File: src/hdl/pdither_pkg.sv
// ----------------------------------------------------------------------------
// pdither_pkg
// Shared types, constants and the Bayer offset table of the palette ditherer.
// ----------------------------------------------------------------------------
package pdither_pkg;

   // default sizes
   localparam int DEF_MAX_WIDTH     = 1024;
   localparam int DEF_PALETTE_DEPTH = 16;

   // field widths
   localparam int ERR_W     = 13;  // one channel of stored error, sixteenths
   localparam int CSR_IDX_W = 2;
   localparam int CSR_W     = 16;
   localparam int SIZE_W    = 16;  // width of size comparisons

   // register indexes
   localparam logic [CSR_IDX_W-1:0] REG_DITHER_MODE  = 2'd0;
   localparam logic [CSR_IDX_W-1:0] REG_IMAGE_WIDTH  = 2'd1;
   localparam logic [CSR_IDX_W-1:0] REG_IMAGE_HEIGHT = 2'd2;
   localparam logic [CSR_IDX_W-1:0] REG_PALETTE_SIZE = 2'd3;

   // commands from controller to datapath
   typedef struct packed {
      logic pal_wr;       // write palette entry from request
      logic load;         // latch pixel request
      logic clear_wr;     // clear one error line entry
      logic line_rd_col;  // read error line at current column
      logic adjust;       // form dithered color, start search
      logic search_issue; // issue one palette entry to the search
      logic err_calc;     // form error, read error line at column - 1
      logic wr_left;      // add 3e into column - 1
      logic wr_cur;       // write diag + 5e into column
      logic emit;         // load result register, advance position
   } dp_cmd_type;

   // status from datapath to controller
   typedef struct packed {
      logic clear_done;
      logic search_last;
      logic fs_mode;
      logic rsp_busy;
   } dp_status_type;

   // (k-8)*31/16 truncated, indexed by {row[1:0], col[1:0]}
   function automatic logic signed [5:0] bayer_offset(input logic [3:0] pos);
      logic signed [5:0] off;
      case (pos)
         4'd0:    off = -6'sd3;
         4'd1:    off = 6'sd11;
         4'd2:    off = 6'sd0;
         4'd3:    off = 6'sd15;
         4'd4:    off = 6'sd3;
         4'd5:    off = -6'sd11;
         4'd6:    off = 6'sd7;
         4'd7:    off = -6'sd7;
         4'd8:    off = -6'sd1;
         4'd9:    off = 6'sd13;
         4'd10:   off = -6'sd5;
         4'd11:   off = 6'sd9;
         4'd12:   off = 6'sd5;
         4'd13:   off = -6'sd9;
         4'd14:   off = 6'sd1;
         4'd15:   off = -6'sd13;
         default: off = 6'sd0;
      endcase
      return off;
   endfunction

endpackage

File: src/hdl/pdither_ctrl.sv
// ----------------------------------------------------------------------------
// pdither_ctrl
// Sequencer: error line clear, request intake, palette search, error update.
// ----------------------------------------------------------------------------
module pdither_ctrl (
   input  logic                       clock,
   input  logic                       reset,
   input  logic                       req_valid,
   input  logic                       req_cmd,
   output logic                       req_ready,
   input  pdither_pkg::dp_status_type status,
   output pdither_pkg::dp_cmd_type    cmd
);
   import pdither_pkg::*;

   typedef enum logic [3:0] {
      S_CLEAR, S_IDLE, S_FETCH, S_ADJUST, S_SEARCH, S_DRAIN,
      S_ERR, S_WLEFT, S_WCUR, S_FINISH
   } state_type;

   state_type state_ff, state_in;
   logic      accept;

   assign req_ready = (state_ff == S_IDLE);
   assign accept    = req_valid && req_ready;

   // next state and commands
   always_comb begin
      state_in         = state_ff;
      cmd              = '0;
      case (state_ff)
         S_CLEAR: begin
            cmd.clear_wr = 1'b1;
            if (status.clear_done) state_in = S_IDLE;
         end
         S_IDLE: begin
            cmd.pal_wr = accept && req_cmd;
            cmd.load   = accept && !req_cmd;
            if (accept && !req_cmd) state_in = S_FETCH;
         end
         S_FETCH: begin
            cmd.line_rd_col = 1'b1;
            state_in        = S_ADJUST;
         end
         S_ADJUST: begin
            cmd.adjust = 1'b1;
            state_in   = S_SEARCH;
         end
         S_SEARCH: begin
            cmd.search_issue = 1'b1;
            if (status.search_last) state_in = S_DRAIN;
         end
         S_DRAIN: begin
            state_in = status.fs_mode ? S_ERR : S_FINISH;
         end
         S_ERR: begin
            cmd.err_calc = 1'b1;
            state_in     = S_WLEFT;
         end
         S_WLEFT: begin
            cmd.wr_left = 1'b1;
            state_in    = S_WCUR;
         end
         S_WCUR: begin
            cmd.wr_cur = 1'b1;
            state_in   = S_FINISH;
         end
         S_FINISH: begin
            cmd.emit = !status.rsp_busy;
            if (!status.rsp_busy) state_in = S_IDLE;
         end
         default: state_in = S_IDLE;
      endcase
   end

   // state register
   always_ff @(posedge clock) begin
      if (reset) begin
         state_ff <= S_CLEAR;
      end else begin
         state_ff <= state_in;
      end
   end

   // a pixel request always starts the line fetch
   a_pixel_fetch: assert property (@(posedge clock) disable iff (reset)
      (accept && !req_cmd) |=> (state_ff == S_FETCH))
      else $error("pixel request did not start fetch");

   // a result is only loaded when the output register is free
   a_emit_free: assert property (@(posedge clock) disable iff (reset)
      cmd.emit |-> !status.rsp_busy)
      else $error("result loaded over pending result");

endmodule

File: config.mk
export PLATFORM = sky130hd
export DESIGN_NAME = pdither_ctrl
export DESIGN_NICKNAME = d
export VERILOG_FILES = /design/src/hdl/pdither_pkg.sv /design/src/hdl/pdither_ctrl.sv
export SDC_FILE = /design/constraint.sdc
export NUM_CORES = 1
export LEC_CHECK = 0
export ABC_AREA = 1
export BUFFER_PORTS_ARGS = -buffer_cell sky130_fd_sc_hd__clkbuf_2
export CAP_MARGIN = 20
export CORE_AREA = 2 2 39 41
export DETAILED_ROUTE_END_ITERATION = 10
export DIE_AREA = 0 0 41 43
export PLACE_DENSITY = 0.62
export SYNTH_ARGS = -nofsm -noshare
export SYNTH_HDL_FRONTEND = slang
export SYNTH_SLANG_ARGS = --single-unit
File: constraint.sdc
create_clock -name clock -period 1.7 [get_ports clock]
set_clock_uncertainty 0.15 [all_clocks]
set_input_delay 0.17 -clock clock [delete_from_list [all_inputs] [get_ports clock]]
set_output_delay 0.17 -clock clock [all_outputs]
set_load 0.05 [all_outputs]
==> results.md <==
- Tot GR Track Use: 0.131
- Asr flop ratio synth: 0
- CTS buffer count: 3
- Post-synth EDFFs: 0
- Share of layout cells above drive strength 1: 0.413
- Main synth FF type: dfxtp_1
- Mean Syn Cell Area: 5.37 um2
- Vias/cell: 4.52
- Sequential group share of total power: 0.223
- Total clock sinks: 4
- Initial Util: 0.268
- CP top delay family: simple AND/OR/NAND/NOR gates
- Critical path class: reg -> out
- Final Max Slew Viols: 0
- Crit-path cells: inv_2, nand2_1, nor2_4, nand2_2, nor2_4, clkbuf_8
- Worst vdd ir: 0.000497 V
- Post-Synthesis Cells: 69
- Hold Vio Cnt, Final: 0
- Max Cap Viol: 0
- First-pass GRT wire length: 1500 um
- Fin crit period: 1.65 ns
- DRC violations left: 0
- Routed Wire Length: 1000 um
- Achievable frequency: 605 MHz
- Largest Register: state_ff
- Post-Place Cells: 103
- Comb pwr share: 0.565
- Clock Power Share: 0.211
- Largest regs: state_ff (4)
- Final Cycle Share: 0.973
- Max FFs per register: 4
- Placer Congestion: 0.745
- CTS tree: done
- Buffers and inverters on the worst path: 2
- CTS H-Tree Depth: 1
- Root buf cell: clkbuf_4
- Critical path arrival: 1.33 ns
- Psw: 273 uW
- Crit start category: register
- Cell with the most instances after synthesis: nand2_1
- Final Non-Filler Cells: 108
- Yosys warning count: 0
- Slowest cell on the critical path: dfxtp_1
- Total gr overflow: 0
- Critical path fanouts, max: 4
- Syn nets: 77
- Io pins: 19
- Critical Path Most Common Cell: nor2_4
- Final setup viols: 0
- Cell variety after synth: 13
- Core ar.: 1380 um2
- Pwr/cell area: 954 nW/um2
- Worst hold path type: in -> reg
- Register bit total from synthesis: 4
- RSZ-0062 raised after global routing: yes
- CP max stage delay: 0.35 ns
- Initial antenna violation count: 0
- Post-layout util: 0.419
- Leading area contributor after synthesis: dfxtp_1
- Area growth from synthesis to layout: 56.4%
- DPL Wire Length: 829 um
- DIE WIDTH: 41 um
- Slew headroom: 0.813
- IO buf count: 18
- DR WL/cell: 9.30 um
- Worst EP required: 1.38 ns
- Status: completed
- Site row count: 14
- Die H: 43 um
- Largest net degree at the start of global routing: 7
- Largest cells by area after synthesis: dfxtp_1, nand2_1, nor2_1, inv_1, nand3_1
- Top-area cell type share of the netlist area: 0.216
- Sequential share of the synthesized area: 0.216
- Vias in the first global route: 399
- Final #Nets: 102
- Total Power: 553 uW
- Post-route ant nets: 0
- First-pass detailed-route iteration total: 4
- Switching part of the total: 0.494
- Clk slew on worst S/H paths: 0.04 ns
- Diode count: 0
- Worst-Skew Late Latency: 0.23 ns
- CTS Buffer Depth: 2
- Int Pwr: 279 uW
- Die area: 1760 um2
- Mapped Area: 370 um2
- Static Leakage: 0.343 nW
- Fin Hold WS: 0.216 ns
- Worst slew pin tran: 0.281 ns
- Fillers: 158
- Iter 0 DRT Violations: 5
- List of most frequent post-synthesis cells: nand2_1, nor2_1, inv_1
- Vias: 488
- Crit end category: output pin
worst paths after layout:
check / end / start / depth (start not counted) / slack (ns)
min reg2reg: state_ff[3] / state_ff[0] / 4 / 0.53
max reg2reg: state_ff[1] / state_ff[2] / 9 / 0.27
max: cmd[8] / state_ff[2] / 6 / 0.05
min: state_ff[0] / req_valid / 6 / 0.22
worst register-to-register path: stages (launching register included):
cell and delay, ns:
dfxtp_1 0.41, inv_2 0.07, nand2_1 0.17, nor2_4 0.07
buf_4 0.13, o21ai_2 0.07, nand2_1 0.07, nor2_1 0.10
nand2_1 0.07, nor2_2 0.07
power groups by stage:
stage | Combinational [mW] | Clock [mW] | Sequential, mW
2_1_floorplan | 0.237 | 0 | 0.121
3_3_place_gp | 0.294 | 0 | 0.125
3_5_place_dp | 0.293 | 0 | 0.125
4_1_cts | 0.302 | 0.124 | 0.123
5_1_grt | 0.337 | 0.128 | 0.124
6_report | 0.312 | 0.117 | 0.123
area by class of cell:
class / instances / area (um2) / area share
clock buffers: 3 / 22.5 / 0.0389
inverters: 16 / 60.1 / 0.104
multi-input cells: 49 / 264 / 0.456
flip-flops and latches: 4 / 80.1 / 0.138
well taps: 16 / 20.0 / 0.0346
repair buffers: 20 / 133 / 0.229
per-layer routing:
| layer | vias up | track usage | share of wire |
|---|---|---|---|
| met3 | 2 | 0.0314 | 0.041 |
| met2 | 15 | 0.188 | 0.50 |
| met5 | - | 0 | 0 |
| met4 | 0 | 0.100 | 0.012 |
| li1 | 255 | - | - |
| met1 | 216 | 0.158 | 0.45 |
through the flow:
stage	worst slack (ns)	TNS, ns	instance area [um2]
floorplan	0.00526	0	402
global placement	0.179	0	512
detailed placement	0.175	0	512
CTS	0.000807	0	562
global route	-0.0466	-0.198	579
finish	0.0460	0	579
cells in the final DEF, fill, tap and decap left out, drive strengths merged:
cell,synthesis,final
buf,0,2
nor2,16,16
clkbuf,0,20
nor4,1,1
inv,16,16
nand2,18,18
nor3,2,2
dfxtp,4,4
nand3,7,7
dlygate4sd3,0,1
nand3b,3,3
o21ai,2,2
kinds of logic (layout without fill, tap and decap cells):
logic type / Yosys count / count (layout) / share of synthesized area
buffers and inverters: 16 / 39 / 0.162
DFF: 4 / 4 / 0.216
and+or+nand+nor: 47 / 47 / 0.584
AOI/OAI and AO/OA: 2 / 2 / 0.0372
timing repair:
action,4_1_cts,5_1_grt
hold endpoints to repair,2,0
endpoints found under the setup margin,2,6
pin swaps,0,1
hold buffers,1,0
gates cloned,0,0
buffers inserted,0,1
resized for setup,4,8
Note: power is estimated with default switching activity, not from simulation.
